$ cat src/rtl/assert_macros.svh
// Assertion macros for the spectrogram column shader.
// Relies on a clock named clk and an active-low reset named rst_n in scope.
`ifndef ASSERT_MACROS_SVH
`define ASSERT_MACROS_SVH

// Check a property at every clock edge outside reset.
`define SPCS_CHECK(lbl, prop, msg) \
  lbl: assert property (@(posedge clk) disable iff (!rst_n) prop) else $error(msg);

// Check that a property holds in the cycle after a condition.
`define SPCS_CHECK_NEXT(lbl, cond, prop, msg) \
  lbl: assert property (@(posedge clk) disable iff (!rst_n) (cond) |=> (prop)) else $error(msg);

`endif

$ cat src/rtl/spcs_pkg.sv
// Shared types, constants and codes of the spectrogram column shader.
// No dependencies; every module of the block refers to it by scoped names.
package spcs_pkg;

  // Limits of the band and column counters
  localparam int MAX_HEIGHT = 4096;
  localparam int MAX_WIDTH  = 65536;
  localparam int BAND_W     = $clog2(MAX_HEIGHT);
  localparam int COL_W      = $clog2(MAX_WIDTH);

  // Field widths
  localparam int MAG_W    = 16;
  localparam int HEIGHT_W = 12;
  localparam int WIDTH_W  = 16;
  localparam int GRAY_W   = 8;
  localparam int DIFF_W   = MAG_W + 1;

  // Compare widths between counters and size registers
  localparam int BAND_CMP_W = (BAND_W > HEIGHT_W) ? BAND_W : HEIGHT_W;
  localparam int COL_CMP_W  = (COL_W > WIDTH_W) ? COL_W : WIDTH_W;
  typedef logic [BAND_CMP_W-1:0] band_cmp_t;
  typedef logic [COL_CMP_W-1:0]  col_cmp_t;

  // Configuration port
  localparam int CFG_IDX_W  = 2;
  localparam int CFG_DATA_W = 16;
  localparam logic [CFG_IDX_W-1:0] CFG_THRESHOLD = 2'd0;
  localparam logic [CFG_IDX_W-1:0] CFG_HEIGHT    = 2'd1;
  localparam logic [CFG_IDX_W-1:0] CFG_WIDTH     = 2'd2;

  localparam logic [MAG_W-1:0]    THRESHOLD_RST = 16'h9C00;  // -100 dB
  localparam logic [HEIGHT_W-1:0] HEIGHT_RST    = 12'd200;
  localparam logic [WIDTH_W-1:0]  WIDTH_RST     = 16'd1024;

  // Shade arithmetic, unsigned Q2.16
  localparam int FRAC_W    = 16;
  localparam int SHADE_W   = 18;
  localparam int DIV_STEPS = SHADE_W;
  localparam int STEP_W    = $clog2(DIV_STEPS);
  localparam int REM_W     = MAG_W + SHADE_W;
  localparam logic [FRAC_W:0]    SHADE_ONE = 17'h10000;
  localparam logic [SHADE_W-1:0] SHADE_MAX = 18'h3FFFF;

  // Quadratic part of the curve: 85*s*s / (9 * 2^18)
  localparam int SQ_W     = 2 * FRAC_W;
  localparam int SCALED_W = SQ_W + 7;
  localparam logic [6:0] CURVE_GAIN = 7'd85;
  localparam int NINE_SHIFT = 18;
  localparam int Y9_W       = 19;
  // floor(y/9) = (y * RECIP_NINE) >> RECIP_SHIFT, exact for y below 2^21
  localparam int RECIP_W     = 19;
  localparam int RECIP_SHIFT = 22;
  localparam logic [RECIP_W-1:0] RECIP_NINE = 19'd466034;
  localparam int PROD_W = Y9_W + RECIP_W;

  // Knee and linear part: 0.375*s + 0.625
  localparam int LIN_W = SHADE_W + 3;
  localparam logic [LIN_W-1:0] KNEE_LIMIT = 21'd196608;  // 5*s < 3.0
  localparam logic [LIN_W-1:0] LIN_OFFSET = 21'd327680;  // 5.0 before the divide by 8

  // Queue between front and back
  localparam int QUEUE_DEPTH = 2;
  localparam int QPTR_W      = (QUEUE_DEPTH > 1) ? $clog2(QUEUE_DEPTH) : 1;
  localparam int QCNT_W      = $clog2(QUEUE_DEPTH + 1);

  typedef struct packed {
    logic signed [MAG_W-1:0] magnitude_db;
    logic                    last_band;
  } spcs_in_t;

  typedef struct packed {
    logic [WIDTH_W-1:0]  pixel_x;
    logic [HEIGHT_W-1:0] pixel_y;
    logic [GRAY_W-1:0]   gray_level;
    logic                image_done;
  } spcs_out_t;

  // One pending job: a pixel to shade or the done marker
  typedef struct packed {
    logic                is_done;
    logic [WIDTH_W-1:0]  x;
    logic [HEIGHT_W-1:0] y;
    logic [MAG_W-1:0]    diff;
  } spcs_job_t;

  typedef struct packed {
    logic      push;
    spcs_job_t job;
  } spcs_qwr_t;

  typedef struct packed {
    logic done_signalled;
  } spcs_front_stat_t;

  typedef enum logic [5:0] {
    ST_IDLE  = 6'b000001,
    ST_DIV   = 6'b000010,
    ST_SQ    = 6'b000100,
    ST_SCALE = 6'b001000,
    ST_RECIP = 6'b010000,
    ST_EMIT  = 6'b100000
  } spcs_state_t;

endpackage

$ cat src/rtl/spcs_front.sv
// Front end: accepts bands, tracks band/column position and the done flag.
// Depends on spcs_pkg; pushes pixel and done jobs into spcs_queue.
module spcs_front (
  input  logic                                 clk,
  input  logic                                 rst_n,
  input  logic                                 in_valid,
  output logic                                 in_stall,
  input  spcs_pkg::spcs_in_t                   in_data,
  input  logic [spcs_pkg::MAG_W-1:0]           threshold,
  input  logic [spcs_pkg::HEIGHT_W-1:0]        height,
  input  logic [spcs_pkg::WIDTH_W-1:0]         width,
  input  logic                                 q_full,
  output spcs_pkg::spcs_qwr_t                  q_wr,
  output spcs_pkg::spcs_front_stat_t           stat
);

  logic [spcs_pkg::BAND_W-1:0]  band_r, band_nxt;
  logic [spcs_pkg::COL_W-1:0]   col_r, col_nxt;
  logic                         done_sig_r, done_sig_nxt;
  logic                         accept;
  logic                         col_done;
  logic                         band_in;
  logic [spcs_pkg::DIFF_W-1:0]  diff;
  logic                         diff_pos;
  spcs_pkg::band_cmp_t          row_full;
  spcs_pkg::col_cmp_t           col_ext;

  // Take a transaction whenever the queue has room
  assign in_stall = q_full;
  assign accept   = in_valid && !q_full;

  // Classify the band against the current position
  assign col_ext  = spcs_pkg::col_cmp_t'(col_r);
  assign col_done = col_ext >= spcs_pkg::col_cmp_t'(width);
  assign band_in  = spcs_pkg::band_cmp_t'(band_r) < spcs_pkg::band_cmp_t'(height);
  assign diff     = {in_data.magnitude_db[spcs_pkg::MAG_W-1], in_data.magnitude_db}
                  - {threshold[spcs_pkg::MAG_W-1], threshold};
  assign diff_pos = !diff[spcs_pkg::DIFF_W-1] && (diff[spcs_pkg::MAG_W-1:0] != '0);
  assign row_full = spcs_pkg::band_cmp_t'(height) - spcs_pkg::band_cmp_t'(1)
                  - spcs_pkg::band_cmp_t'(band_r);

  // Build the queue write
  always_comb begin
    q_wr.job.is_done = col_done;
    q_wr.job.x       = col_done ? '0 : col_ext[spcs_pkg::WIDTH_W-1:0];
    q_wr.job.y       = col_done ? '0 : row_full[spcs_pkg::HEIGHT_W-1:0];
    q_wr.job.diff    = diff[spcs_pkg::MAG_W-1:0];
    if (col_done) begin
      q_wr.push = accept && !done_sig_r;
    end else begin
      q_wr.push = accept && band_in && diff_pos;
    end
  end

  // Advance band and column counters, saturating at their limits, and latch the done flag
  always_comb begin
    band_nxt     = band_r;
    col_nxt      = col_r;
    done_sig_nxt = done_sig_r;
    if (accept) begin
      if (col_done) begin
        done_sig_nxt = 1'b1;
      end
      if (in_data.last_band) begin
        band_nxt = '0;
        if (col_r != spcs_pkg::COL_W'(spcs_pkg::MAX_WIDTH - 1)) begin
          col_nxt = col_r + 1'b1;
        end
      end else if (band_r != spcs_pkg::BAND_W'(spcs_pkg::MAX_HEIGHT - 1)) begin
        band_nxt = band_r + 1'b1;
      end
    end
  end

  always_ff @(posedge clk) begin
    if (!rst_n) begin
      band_r     <= '0;
      col_r      <= '0;
      done_sig_r <= 1'b0;
    end else begin
      band_r     <= band_nxt;
      col_r      <= col_nxt;
      done_sig_r <= done_sig_nxt;
    end
  end

  assign stat.done_signalled = done_sig_r;

endmodule

$ cat src/rtl/spcs_queue.sv
// Short job queue between the front end and the shading back end.
// Depends on spcs_pkg for the job type and depth.
module spcs_queue (
  input  logic                 clk,
  input  logic                 rst_n,
  input  spcs_pkg::spcs_qwr_t  q_wr,
  input  logic                 pop,
  output logic                 full,
  output logic                 empty,
  output spcs_pkg::spcs_job_t  head
);

  spcs_pkg::spcs_job_t              entry_r [spcs_pkg::QUEUE_DEPTH];
  logic [spcs_pkg::QPTR_W-1:0]      wr_ptr_r, wr_ptr_nxt;
  logic [spcs_pkg::QPTR_W-1:0]      rd_ptr_r, rd_ptr_nxt;
  logic [spcs_pkg::QCNT_W-1:0]      count_r, count_nxt;
  logic                             do_push;
  logic                             do_pop;

  assign full    = count_r == spcs_pkg::QCNT_W'(spcs_pkg::QUEUE_DEPTH);
  assign empty   = count_r == '0;
  assign do_push = q_wr.push && !full;
  assign do_pop  = pop && !empty;
  assign head    = entry_r[rd_ptr_r];

  // Advance pointers with wrap and track the fill count
  always_comb begin
    wr_ptr_nxt = wr_ptr_r;
    rd_ptr_nxt = rd_ptr_r;
    count_nxt  = count_r;
    if (do_push) begin
      wr_ptr_nxt = (wr_ptr_r == spcs_pkg::QPTR_W'(spcs_pkg::QUEUE_DEPTH - 1)) ? '0
                 : wr_ptr_r + 1'b1;
    end
    if (do_pop) begin
      rd_ptr_nxt = (rd_ptr_r == spcs_pkg::QPTR_W'(spcs_pkg::QUEUE_DEPTH - 1)) ? '0
                 : rd_ptr_r + 1'b1;
    end
    if (do_push && !do_pop) begin
      count_nxt = count_r + 1'b1;
    end else if (do_pop && !do_push) begin
      count_nxt = count_r - 1'b1;
    end
  end

  always_ff @(posedge clk) begin
    if (!rst_n) begin
      wr_ptr_r <= '0;
      rd_ptr_r <= '0;
      count_r  <= '0;
    end else begin
      wr_ptr_r <= wr_ptr_nxt;
      rd_ptr_r <= rd_ptr_nxt;
      count_r  <= count_nxt;
    end
  end

  // Store the job payload
  always_ff @(posedge clk) begin
    if (do_push) begin
      entry_r[wr_ptr_r] <= q_wr.job;
    end
  end

endmodule

$ cat src/rtl/spcs_back.sv
// Back end: divides the level difference into a shade, applies the curve
// and holds the result in the output register. Depends on spcs_pkg.
module spcs_back (
  input  logic                          clk,
  input  logic                          rst_n,
  input  logic                          q_empty,
  input  spcs_pkg::spcs_job_t           q_head,
  output logic                          q_pop,
  input  logic [spcs_pkg::MAG_W-1:0]    den,
  output logic                          out_valid,
  input  logic                          out_stall,
  output spcs_pkg::spcs_out_t           out_data
);

  spcs_pkg::spcs_state_t                 state_r, state_nxt;
  spcs_pkg::spcs_job_t                   job_r, job_nxt;
  logic [spcs_pkg::SHADE_W-1:0]          s_r, s_nxt;
  logic [spcs_pkg::REM_W-1:0]            rem_r, rem_nxt;
  logic [spcs_pkg::REM_W-1:0]            dv_r, dv_nxt;
  logic [spcs_pkg::STEP_W-1:0]           step_r, step_nxt;
  logic [spcs_pkg::SQ_W-1:0]             sq_r, sq_nxt;
  logic [spcs_pkg::Y9_W-1:0]             y9_r, y9_nxt;
  logic [spcs_pkg::FRAC_W-1:0]           c_low_r, c_low_nxt;
  logic                                  out_valid_r, out_valid_nxt;
  spcs_pkg::spcs_out_t                   out_data_r, out_data_nxt;

  logic                                  sat;
  logic                                  ge;
  logic [spcs_pkg::SCALED_W-1:0]         scaled;
  logic [spcs_pkg::PROD_W-1:0]           prod;
  logic [spcs_pkg::LIN_W-1:0]            s_ext;
  logic [spcs_pkg::LIN_W-1:0]            lin_sum;
  logic                                  is_low;
  logic [spcs_pkg::SHADE_W-1:0]          curve;
  logic [spcs_pkg::FRAC_W:0]             clamped;
  logic [spcs_pkg::FRAC_W:0]             inv;
  logic [spcs_pkg::FRAC_W+spcs_pkg::GRAY_W:0] gray_prod;
  logic                                  out_free;

  // Quotient would pass the saturation limit (also covers a zero divisor)
  assign sat = {2'b00, q_head.diff} >= {den, 2'b00};
  // One restoring step of the divider
  assign ge  = rem_r >= dv_r;

  // Curve arithmetic
  assign scaled  = spcs_pkg::SCALED_W'(sq_r) * spcs_pkg::SCALED_W'(spcs_pkg::CURVE_GAIN);
  assign prod    = spcs_pkg::PROD_W'(y9_r) * spcs_pkg::PROD_W'(spcs_pkg::RECIP_NINE);
  assign s_ext   = spcs_pkg::LIN_W'(s_r);
  assign lin_sum = (s_ext << 1) + s_ext + spcs_pkg::LIN_OFFSET;
  assign is_low  = ((s_ext << 2) + s_ext) < spcs_pkg::KNEE_LIMIT;
  assign curve   = is_low ? spcs_pkg::SHADE_W'(c_low_r) : lin_sum[spcs_pkg::LIN_W-1:3];
  assign clamped = (curve > spcs_pkg::SHADE_W'(spcs_pkg::SHADE_ONE)) ? spcs_pkg::SHADE_ONE
                 : curve[spcs_pkg::FRAC_W:0];
  assign inv     = spcs_pkg::SHADE_ONE - clamped;
  // inv * 255
  assign gray_prod = {inv, {spcs_pkg::GRAY_W{1'b0}}}
                   - {{spcs_pkg::GRAY_W{1'b0}}, inv};

  assign out_free = !out_valid_r || !out_stall;

  // Sequence one job at a time
  always_comb begin
    state_nxt     = state_r;
    job_nxt       = job_r;
    s_nxt         = s_r;
    rem_nxt       = rem_r;
    dv_nxt        = dv_r;
    step_nxt      = step_r;
    sq_nxt        = sq_r;
    y9_nxt        = y9_r;
    c_low_nxt     = c_low_r;
    out_data_nxt  = out_data_r;
    out_valid_nxt = out_valid_r && out_stall;
    q_pop         = 1'b0;
    case (state_r)
      spcs_pkg::ST_IDLE: begin
        if (!q_empty) begin
          q_pop    = 1'b1;
          job_nxt  = q_head;
          rem_nxt  = {{(spcs_pkg::REM_W - spcs_pkg::MAG_W - spcs_pkg::FRAC_W){1'b0}},
                      q_head.diff, {spcs_pkg::FRAC_W{1'b0}}};
          dv_nxt   = {1'b0, den, {(spcs_pkg::SHADE_W - 1){1'b0}}};
          s_nxt    = sat ? spcs_pkg::SHADE_MAX : '0;
          step_nxt = spcs_pkg::STEP_W'(spcs_pkg::DIV_STEPS - 1);
          if (q_head.is_done) begin
            state_nxt = spcs_pkg::ST_EMIT;
          end else if (sat) begin
            state_nxt = spcs_pkg::ST_SQ;
          end else begin
            state_nxt = spcs_pkg::ST_DIV;
          end
        end
      end
      spcs_pkg::ST_DIV: begin
        rem_nxt = ge ? rem_r - dv_r : rem_r;
        s_nxt   = {s_r[spcs_pkg::SHADE_W-2:0], ge};
        dv_nxt  = dv_r >> 1;
        if (step_r == '0) begin
          state_nxt = spcs_pkg::ST_SQ;
        end else begin
          step_nxt = step_r - 1'b1;
        end
      end
      spcs_pkg::ST_SQ: begin
        sq_nxt    = s_r[spcs_pkg::FRAC_W-1:0] * s_r[spcs_pkg::FRAC_W-1:0];
        state_nxt = spcs_pkg::ST_SCALE;
      end
      spcs_pkg::ST_SCALE: begin
        y9_nxt    = scaled[spcs_pkg::NINE_SHIFT +: spcs_pkg::Y9_W];
        state_nxt = spcs_pkg::ST_RECIP;
      end
      spcs_pkg::ST_RECIP: begin
        c_low_nxt = prod[spcs_pkg::RECIP_SHIFT +: spcs_pkg::FRAC_W];
        state_nxt = spcs_pkg::ST_EMIT;
      end
      spcs_pkg::ST_EMIT: begin
        if (out_free) begin
          out_valid_nxt = 1'b1;
          if (job_r.is_done) begin
            out_data_nxt.pixel_x    = '0;
            out_data_nxt.pixel_y    = '0;
            out_data_nxt.gray_level = '0;
            out_data_nxt.image_done = 1'b1;
          end else begin
            out_data_nxt.pixel_x    = job_r.x;
            out_data_nxt.pixel_y    = job_r.y;
            out_data_nxt.gray_level = gray_prod[spcs_pkg::FRAC_W +: spcs_pkg::GRAY_W];
            out_data_nxt.image_done = 1'b0;
          end
          state_nxt = spcs_pkg::ST_IDLE;
        end
      end
      default: begin
        state_nxt = spcs_pkg::ST_IDLE;
      end
    endcase
  end

  // Control state
  always_ff @(posedge clk) begin
    if (!rst_n) begin
      state_r     <= spcs_pkg::ST_IDLE;
      out_valid_r <= 1'b0;
    end else begin
      state_r     <= state_nxt;
      out_valid_r <= out_valid_nxt;
    end
  end

  // Datapath registers
  always_ff @(posedge clk) begin
    job_r      <= job_nxt;
    s_r        <= s_nxt;
    rem_r      <= rem_nxt;
    dv_r       <= dv_nxt;
    step_r     <= step_nxt;
    sq_r       <= sq_nxt;
    y9_r       <= y9_nxt;
    c_low_r    <= c_low_nxt;
    out_data_r <= out_data_nxt;
  end

  assign out_valid = out_valid_r;
  assign out_data  = out_data_r;

endmodule

$ cat src/rtl/spectrogram_column_shader.sv
// Spectrogram column shader: turns a stream of dB band magnitudes into gray
// pixel writes, one image column per frame. The front end takes one band per
// cycle while its two-entry queue has room; bands that give no pixel (at or
// below the noise floor, above the image height, or after the done result)
// never reach the back end. A band with a pixel passes the 18-step restoring
// divider that forms the shade, then four curve steps; a saturating shade
// skips the divider, and the done result goes straight to emit. Results leave
// through an output register, so the back end starts the next job while a
// result waits. The user must see that configuration is written through
// cfg_we/cfg_index/cfg_wdata only while idle; the block does not enforce it.
// Depends on spcs_pkg, spcs_front, spcs_queue, spcs_back and assert_macros.svh.
`include "assert_macros.svh"

module spectrogram_column_shader (
  input  logic                               clk,
  input  logic                               rst_n,
  input  logic                               in_valid,
  output logic                               in_stall,
  input  spcs_pkg::spcs_in_t                 in_data,
  output logic                               out_valid,
  input  logic                               out_stall,
  output spcs_pkg::spcs_out_t                out_data,
  input  logic                               cfg_we,
  input  logic [spcs_pkg::CFG_IDX_W-1:0]     cfg_index,
  input  logic [spcs_pkg::CFG_DATA_W-1:0]    cfg_wdata
);

  logic [spcs_pkg::MAG_W-1:0]     threshold_r, threshold_nxt;
  logic [spcs_pkg::HEIGHT_W-1:0]  height_r, height_nxt;
  logic [spcs_pkg::WIDTH_W-1:0]   width_r, width_nxt;
  logic [spcs_pkg::MAG_W-1:0]     den;
  spcs_pkg::spcs_qwr_t            q_wr;
  spcs_pkg::spcs_job_t            q_head;
  spcs_pkg::spcs_front_stat_t     front_stat;
  logic                           q_full;
  logic                           q_empty;
  logic                           q_pop;

  // Decode configuration writes; unknown indexes are dropped
  always_comb begin
    threshold_nxt = threshold_r;
    height_nxt    = height_r;
    width_nxt     = width_r;
    if (cfg_we) begin
      case (cfg_index)
        spcs_pkg::CFG_THRESHOLD: threshold_nxt = cfg_wdata[spcs_pkg::MAG_W-1:0];
        spcs_pkg::CFG_HEIGHT:    height_nxt    = cfg_wdata[spcs_pkg::HEIGHT_W-1:0];
        spcs_pkg::CFG_WIDTH:     width_nxt     = cfg_wdata[spcs_pkg::WIDTH_W-1:0];
        default: begin
        end
      endcase
    end
  end

  always_ff @(posedge clk) begin
    if (!rst_n) begin
      threshold_r <= spcs_pkg::THRESHOLD_RST;
      height_r    <= spcs_pkg::HEIGHT_RST;
      width_r     <= spcs_pkg::WIDTH_RST;
    end else begin
      threshold_r <= threshold_nxt;
      height_r    <= height_nxt;
      width_r     <= width_nxt;
    end
  end

  // Magnitude of the noise floor, the shade divisor
  assign den = threshold_r[spcs_pkg::MAG_W-1] ? (~threshold_r + 1'b1) : threshold_r;

  spcs_front u_front (
    .clk       (clk),
    .rst_n     (rst_n),
    .in_valid  (in_valid),
    .in_stall  (in_stall),
    .in_data   (in_data),
    .threshold (threshold_r),
    .height    (height_r),
    .width     (width_r),
    .q_full    (q_full),
    .q_wr      (q_wr),
    .stat      (front_stat)
  );

  spcs_queue u_queue (
    .clk   (clk),
    .rst_n (rst_n),
    .q_wr  (q_wr),
    .pop   (q_pop),
    .full  (q_full),
    .empty (q_empty),
    .head  (q_head)
  );

  spcs_back u_back (
    .clk       (clk),
    .rst_n     (rst_n),
    .q_empty   (q_empty),
    .q_head    (q_head),
    .q_pop     (q_pop),
    .den       (den),
    .out_valid (out_valid),
    .out_stall (out_stall),
    .out_data  (out_data)
  );

  // Queue is never written full or read empty
  `SPCS_CHECK(a_push_not_full, !(q_wr.push && q_full), "job pushed into full queue")
  `SPCS_CHECK(a_pop_not_empty, !(q_pop && q_empty), "job popped from empty queue")
  // A done job is queued only once and latches the done flag
  `SPCS_CHECK_NEXT(a_done_once, q_wr.push && q_wr.job.is_done && !q_full, front_stat.done_signalled, "done job did not set the done flag")
  `SPCS_CHECK(a_done_first, !(q_wr.push && q_wr.job.is_done && front_stat.done_signalled), "second done job queued")

endmodule
$ cat config.mk
export PLATFORM = sky130hd
export DESIGN_NAME = spectrogram_column_shader
export DESIGN_NICKNAME = d
export VERILOG_FILES = /design/src/rtl/spcs_pkg.sv /design/src/rtl/spcs_front.sv /design/src/rtl/spcs_queue.sv /design/src/rtl/spcs_back.sv /design/src/rtl/spectrogram_column_shader.sv
export VERILOG_INCLUDE_DIRS = /design/src /design/src/rtl
export SDC_FILE = /design/constraint.sdc
export NUM_CORES = 2
export LEC_CHECK = 0
export BUFFER_PORTS_ARGS = -buffer_cell sky130_fd_sc_hd__buf_2
export CAP_MARGIN = 25
export CORE_UTILIZATION = 40
export DETAILED_ROUTE_END_ITERATION = 7
export SLEW_MARGIN = 20
export SYNTH_ARGS = -nofsm -noshare
export SYNTH_HDL_FRONTEND = slang
export SYNTH_HIERARCHICAL = 1
export SYNTH_SLANG_ARGS = --single-unit
$ cat constraint.sdc
create_clock -name clk -period 8.3 [get_ports clk]
set_input_delay 0 -clock clk [delete_from_list [all_inputs] [get_ports clk]]
set_output_delay 0 -clock clk [all_outputs]
set_load 0.05 [all_outputs]
-- Yosys cells after proc, flatten, opt, wreduce, memory -nomap -nowiden
Memory sizes are Yosys's and may differ from the RTL's. A register that Yosys moved wholly into a read port is not among the register bits.
Cells that the tools add are included.
- output and inout bits: 39
- memories: 1
- register bits: 308
- RAM bits: 90
- bits in latches: 0
- word-level logic and storage cells: 146
- input bits: 40
- memory bits (read-only): 0
- $lt $le $gt $ge: 6
- $mul: 3
- mux-type cells: 38
- equality and inequality tests: 16
- bitwise gates (word level): 2
- add/subtract/negate cells: 17
- shifts and indexed selects: 0
- div/mod/pow operators: 0
- reduce and logical (&&, ||, !) cells: 38
- memory list (memory ; depth ; width ; rd ports ; clocked after Yosys merged registers in ; wr ports ; RTL line ; RTL):
    u_queue.entry_r ; 2 ; 45 ; 1 ; 1 ; 1 ; spcs_queue.sv:13 ; spcs_pkg::spcs_job_t entry_r [spcs_pkg::QUEUE_DEPTH];
- operators by type and width (kind ; count):
    case mux 34 bit (2 select lines) ; 2
    2-to-1 mux 34 bit ; 3
    2-to-1 mux 18 bit ; 3
    multiplier 19 x 18 -> 37 bit (second input constant) ; 1
    multiplier 32 x 7 -> 37 bit (second input constant) ; 1
    2-to-1 mux 12 bit ; 3
    case mux 18 bit (2 select lines) ; 1
    case mux 6 bit (6 select lines) ; 1
    greater-or-equal comparator 34 bit ; 1
    subtractor 34 bit ; 1
    adder 16 x 1 -> 16 bit (second input constant) ; 2
    multiplier 16 x 16 -> 32 bit ; 1
    2-to-1 mux 16 bit ; 2
    2-to-1 mux 6 bit ; 4
    subtractor 24 x 17 -> 24 bit ; 1
    adder 20 x 18 -> 21 bit ; 1
    adder 21 x 19 -> 21 bit (second input constant) ; 1
    < comparator 21 x 18 -> 1 bit (second input constant) ; 1
    adder 19 x 18 -> 20 bit ; 1
    greater-or-equal comparator 16 x 18 -> 1 bit ; 1
    > comparator 18 x 17 -> 1 bit (second input constant) ; 1
    2-to-1 mux 17 bit ; 1
    subtractor 16 x 16 -> 17 bit ; 1
    subtractor 17 bit (first input constant) ; 1
    37 further kinds ; 84

-- Logic depth before layout (Yosys ltp)
- depth in word-level cells: 11
- gate-level depth with buffers: 30
- mapped depth without buffers: 28

-- Hierarchy
The synthesis kept the hierarchy.
- by module, submodules not included (module ; area an instance (µm²) ; seq. area each (µm²) ; times used ; cells an instance):
    spcs_back ; 28421.0 ; 6806.5 ; 1 ; 2850
    spcs_front ; 3613.5 ; 580.6 ; 1 ; 490
    spcs_queue ; 3478.3 ; 2802.7 ; 1 ; 165
    spectrogram_column_shader ; 2023.2 ; 880.8 ; 1 ; 243

-- Worst setup path before layout
OpenSTA, ideal clock, no wires.
- path kind: register to register
- from: reg u_back/s_r[10] (netlist bit)
- to: reg u_back/sq_r[31] (netlist bit) (data pin)
- required time: 8042 ps
- slack: 1602 ps
- period minus slack after synthesis: 6698 ps
- setup time: 258 ps
- stages on the path, launching flop included: 27
- path buffers: 1
- data arrival time: 6440 ps
- cell sequence: edfxtp_1 > clkbuf_1 > and2_1 > fa_1 > inv_1 > fa_1 > inv_1 > fa_1 > inv_1 > fa_1 > inv_1 > fa_1 > fa_1 > ha_1 > a21o_1 > a21oi_1 > nor2_1 > a21oi_1 > o311a_1 > o211ai_1 > a31oi_1 > o21ai_0 > a31oi_1 > nor2b_1 > o21a_1 > o41a_1 > xnor2_1
- longest elaborated chain between the ends: 1
- ends and longest elaborated chain (element ; RTL line ; RTL):
    start: declaration ; spcs_back.sv:17 ; logic [spcs_pkg::SHADE_W-1:0] s_r, s_nxt;
    start signal: assignment ; spcs_back.sv:153 ; s_r <= s_nxt;
    multiplier 16 x 16 -> 32 bit ; spcs_back.sv:105 ; sq_nxt = s_r[spcs_pkg::FRAC_W-1:0] * s_r[spcs_pkg::FRAC_W-1:0];
    end signal: assignment ; spcs_back.sv:157 ; sq_r <= sq_nxt;
    end: declaration ; spcs_back.sv:21 ; logic [spcs_pkg::SQ_W-1:0] sq_r, sq_nxt;
No other way between the ends.
A chain may end at the register's enable or synchronous reset.

-- Worst setup path in the final report
- from: reg u_back/s_r[1] (netlist bit)
- to: reg u_back.out_data_r (netlist bit u_back/out_data[8]) (data pin)
- longest elaborated chain between the ends: 7
- elaborated cells between the ends (all ways): 9
- those cells by class: add/sub (5); order compare (2); mux (2)
- ends and longest elaborated chain (element ; RTL line ; RTL):
    adder 19 x 18 -> 20 bit or adder 20 x 18 -> 21 bit (tied branches) ; spcs_back.sv:49, spcs_back.sv:50 ;
    adder 21 x 19 -> 21 bit or < comparator 21 x 18 -> 1 bit (tied branches) ; spcs_back.sv:49, spcs_back.sv:50 ;
    2-to-1 mux 18 bit (*) ; spcs_back.sv:51 ; assign curve = is_low ? spcs_pkg::SHADE_W'(c_low_r) : lin_sum[spcs_pkg::LIN_W-1:3];
    > comparator 18 x 17 -> 1 bit ; spcs_back.sv:52 ; assign clamped = (curve > spcs_pkg::SHADE_W'(spcs_pkg::SHADE_ONE)) ? spcs_pkg::SHADE_ONE
    2-to-1 mux 17 bit (*) ; spcs_back.sv:52 ;
    subtractor 17 bit (*) ; spcs_back.sv:54 ; assign inv = spcs_pkg::SHADE_ONE - clamped;
    subtractor 24 x 17 -> 24 bit (*) ; spcs_back.sv:57 ; - {{spcs_pkg::GRAY_W{1'b0}}, inv};
    end signal: assignment ; spcs_back.sv:160 ; out_data_r <= out_data_nxt;
    end: declaration ; spcs_back.sv:25 ; spcs_pkg::spcs_out_t out_data_r, out_data_nxt;
Mark *: on every way between the ends. The rest lies on a longest branch, timed or not.

==> impl_metrics.py <==
metrics = {
    "timing": {
        "final_max_slew_viol_count": 0,
        "hold_violations": 0,
        "maxSlewHeadroom": 0.243,
        "fmax_mhz": 134,
        "post-route-min-period_ns": 7.45,
        "worstMarginPinSlew_ns": 1.11,
        "rsz0062_at_grt": "no",
        "worst_clock_skew_ns": 0.0338,
        "final_critical_path_setup_slack_ns": 0.849,
        "tns_ns": 0,
        "fin_crit_sh": 0.898,
        "finalSetupViolations": 0,
    },
    "clock_network": {
        "postCtsSetupBuffers": 0,
        "clkTransAtPathRegs_ns": 0.06,
        "cts_root_buf": "clkbuf_16",
        "clock_path_buffers": 3,
        "cts_tree": "yes",
        "htreeDepth": 2,
        "clkLatencyLatePin_ns": 0.61,
        "clock_sinks": 397,
        "cts-resized-gates": 0,
        "postCtsHoldBufs": 30,
        "cts_inserted_buffers": 47,
    },
    "detailed_routing": {
        "routed_wl_mm": 80.0,
        "routedLengthMet1_mm": 39.3,
        "firstDrtPassIters": 5,
        "wl_per_cell_um": 15.6,
        "wl_met3_mm": 2.99,
        "wl_met2_mm": 36.3,
        "drtIter0Drc": 1372,
        "routed-via-count": 25500,
        "highest_layer": "met4",
        "via_per_inst": 4.97,
        "ant_nets": 0,
        "drc": 0,
    },
    "setup_path": {
        "worst_setup_path_end_kind": "register",
        "slowest_delay_ns": 0.81,
        "critical_path_arrival_ns": 7.79,
        "cpMaxStageDelayCell": "edfxtp_1",
        "crit_family": "compound AO/OA/AOI/OAI gates",
        "cp.depth": 26,
        "cp-start-kind": "register",
        "cp_max_fo": 26,
        "cp_common_cell": "ha_1",
        "worstPathRequired_ns": 8.64,
        "critPathKind": "register to register",
        "critical_path_buf_inv_count": 3,
        "reg2reg_depth": 26,
    },
    "yosys": {
        "async_flop_share": 0,
        "netlist_area_mm2": 0.0375,
        "synth_edf_count": 312,
        "ys.flop_type": "edfxtp_1",
        "ys_ff_latch": 397,
        "ys_types": 110,
        "seq_area_frac_synth": 0.295,
        "yosys_warnings": 6,
        "avgSynthCellArea_um2": 10.0,
        "netlist_instances": 3748,
    },
    "layout": {
        "multiInputGateArea_mm2": 0.0235,
        "n_fill_cell": 8855,
        "final_cell_count_no_fill": 5130,
        "fin_nets": 4711,
        "final_area_mm2": 0.0412,
        "n_antenna_cell": 0,
        "seqCellArea_mm2": 0.0111,
        "drive_gt1_frac": 0.0780,
        "syn2layout_area_growth_pct": 9.77,
        "final_common_cell": "inv_1",
        "mostFrequentLayoutCells": "694 x inv_1, 514 x ha_1, 312 x edfxtp_1, 306 x fa_1, 268 x nand2_1",
    },
    "global_route": {
        "grt_first_pass_wirelength_mm": 133,
        "first_global_vias": 25800,
        "grt.overflow.total": 0,
        "antenna_found_initial": 1,
        "grt_max_degree": 74,
        "grt_use_total": 0.172,
    },
    "placed_design": {
        "dpl.cell_count": 5014,
        "dp_hpwl_mm": 63.2,
        "gp_congestion": 0.871,
        "pre_cts_ws_ns": 0.847,
        "placed_cell_area_mm2": 0.0393,
        "io_buffers": 78,
    },
    "die": {
        "die_area_mm2": 0.0951,
        "die_w_um": 308,
        "start_util": 0.406,
        "core_area_mm2": 0.0924,
        "fp.dieH_um": 308,
        "ioPinCount": 79,
        "placementRows": 111,
    },
    "worst_hold_path": {
        "hold_depth": 3,
        "hold_path.class": "primary input to register",
    },
    "job": {
        "maxCapViolCount": 0,
    },
    "status": {
        "outcome": "finished, final reports clean",
    },
}
path summary, 6_finish.rpt:
check | from | end | slack (ns)
setup / recovery | u_back/s_r[1]$_DFFE_PP_ | u_back/out_data[8]$_SDFFCE_PP0P_ | 0.85
hold / removal | in_data[6] | u_queue/entry_r[0][5]$_DFFE_PP_ | 0.03
setup reg to reg | u_back/s_r[1]$_DFFE_PP_ | u_back/out_data[8]$_SDFFCE_PP0P_ | 0.85
hold reg to reg | width_r[6]$_SDFFE_PN0P_ | width_r[6]$_SDFFE_PN0P_ | 0.46
worst min-delay path, stage by stage:
cell and delay (ns):
buf_2 0.08, ha_1 0.23, xor2_1 0.14
per-stage QoR:
stage	hold WS [ns]	util
after global routing	0.0536	0.446
after global placement	0.255	0.426
final	0.0324	0.446
after detailed placement	0.259	0.426
after CTS	0.00386	0.446
after floorplan	0.0711	-
metal layers:
layer,GRT usage,up-vias
met5,0,-
li1,-,12800
met2,0.282,353
met3,0.0246,86
met4,0.0360,0
met1,0.241,12200
state kept, by name, summed over array words and instances (netlist names), named ones only:
name / count
u_queue/entry_r: 90
u_back/out_data: 37
u_front/stat: 1
u_front/col_ext: 16
u_back/step_r: 5
u_back/s_r: 18
u_back/rem_r: 34
u_back/sq_r: 31
threshold_r: 16
u_queue/count_r: 2
u_front/band_r: 12
u_queue/wr_ptr_r: 1
u_back/y9_r: 19
u_back/c_low_r: 16
u_back/out_valid: 1
u_queue/rd_ptr_r: 1
width_r: 16
u_back/job_r: 29
u_back/dv_r: 33
u_back/state_r: 6
height_r: 12
cell families after synthesis:
family                   Yosys count  share of synthesized area
AO/OA/AOI/OAI                    581                      0.104
XOR/XNOR                         183                     0.0427
adder cells (fa/ha/maj)          820                      0.335
buffers and inverters            777                     0.0803
flip-flops                       397                      0.295
multiplexers                      65                     0.0194
other                              1                  0.0000999
AND/OR/NAND/NOR                  924                      0.124
layout make-up:
type | count | area share
multi-input cells | 2575 | 0.571
well taps | 1243 | 0.0377
clock inverters | 29 | 0.00717
flip-flops and latches | 397 | 0.269
inverters | 697 | 0.0635
repair buffers | 133 | 0.0216
clock buffers | 56 | 0.0304
synth_stat cells, types with 44 or more instances:
cell type	instances	area (um2)
dfxtp_1	85	1700
fa_1	306	6130
xor2_1	53	464
ha_1	514	6430
o21ai_0	124	621
nor2_1	222	833
clkbuf_1	55	206
a21oi_1	137	686
inv_1	694	2610
and2_1	64	400
nor3_1	49	245
nor2b_1	56	350
nand3_1	44	220
nand2_1	268	1010
xnor2_1	130	1140
mux2_2	52	586
edfxtp_1	312	9370
a21o_1	60	450
Power is left out: the tool's default activity adds up to more than one toggle a clock period on the data nets, which glitch-free logic cannot reach.
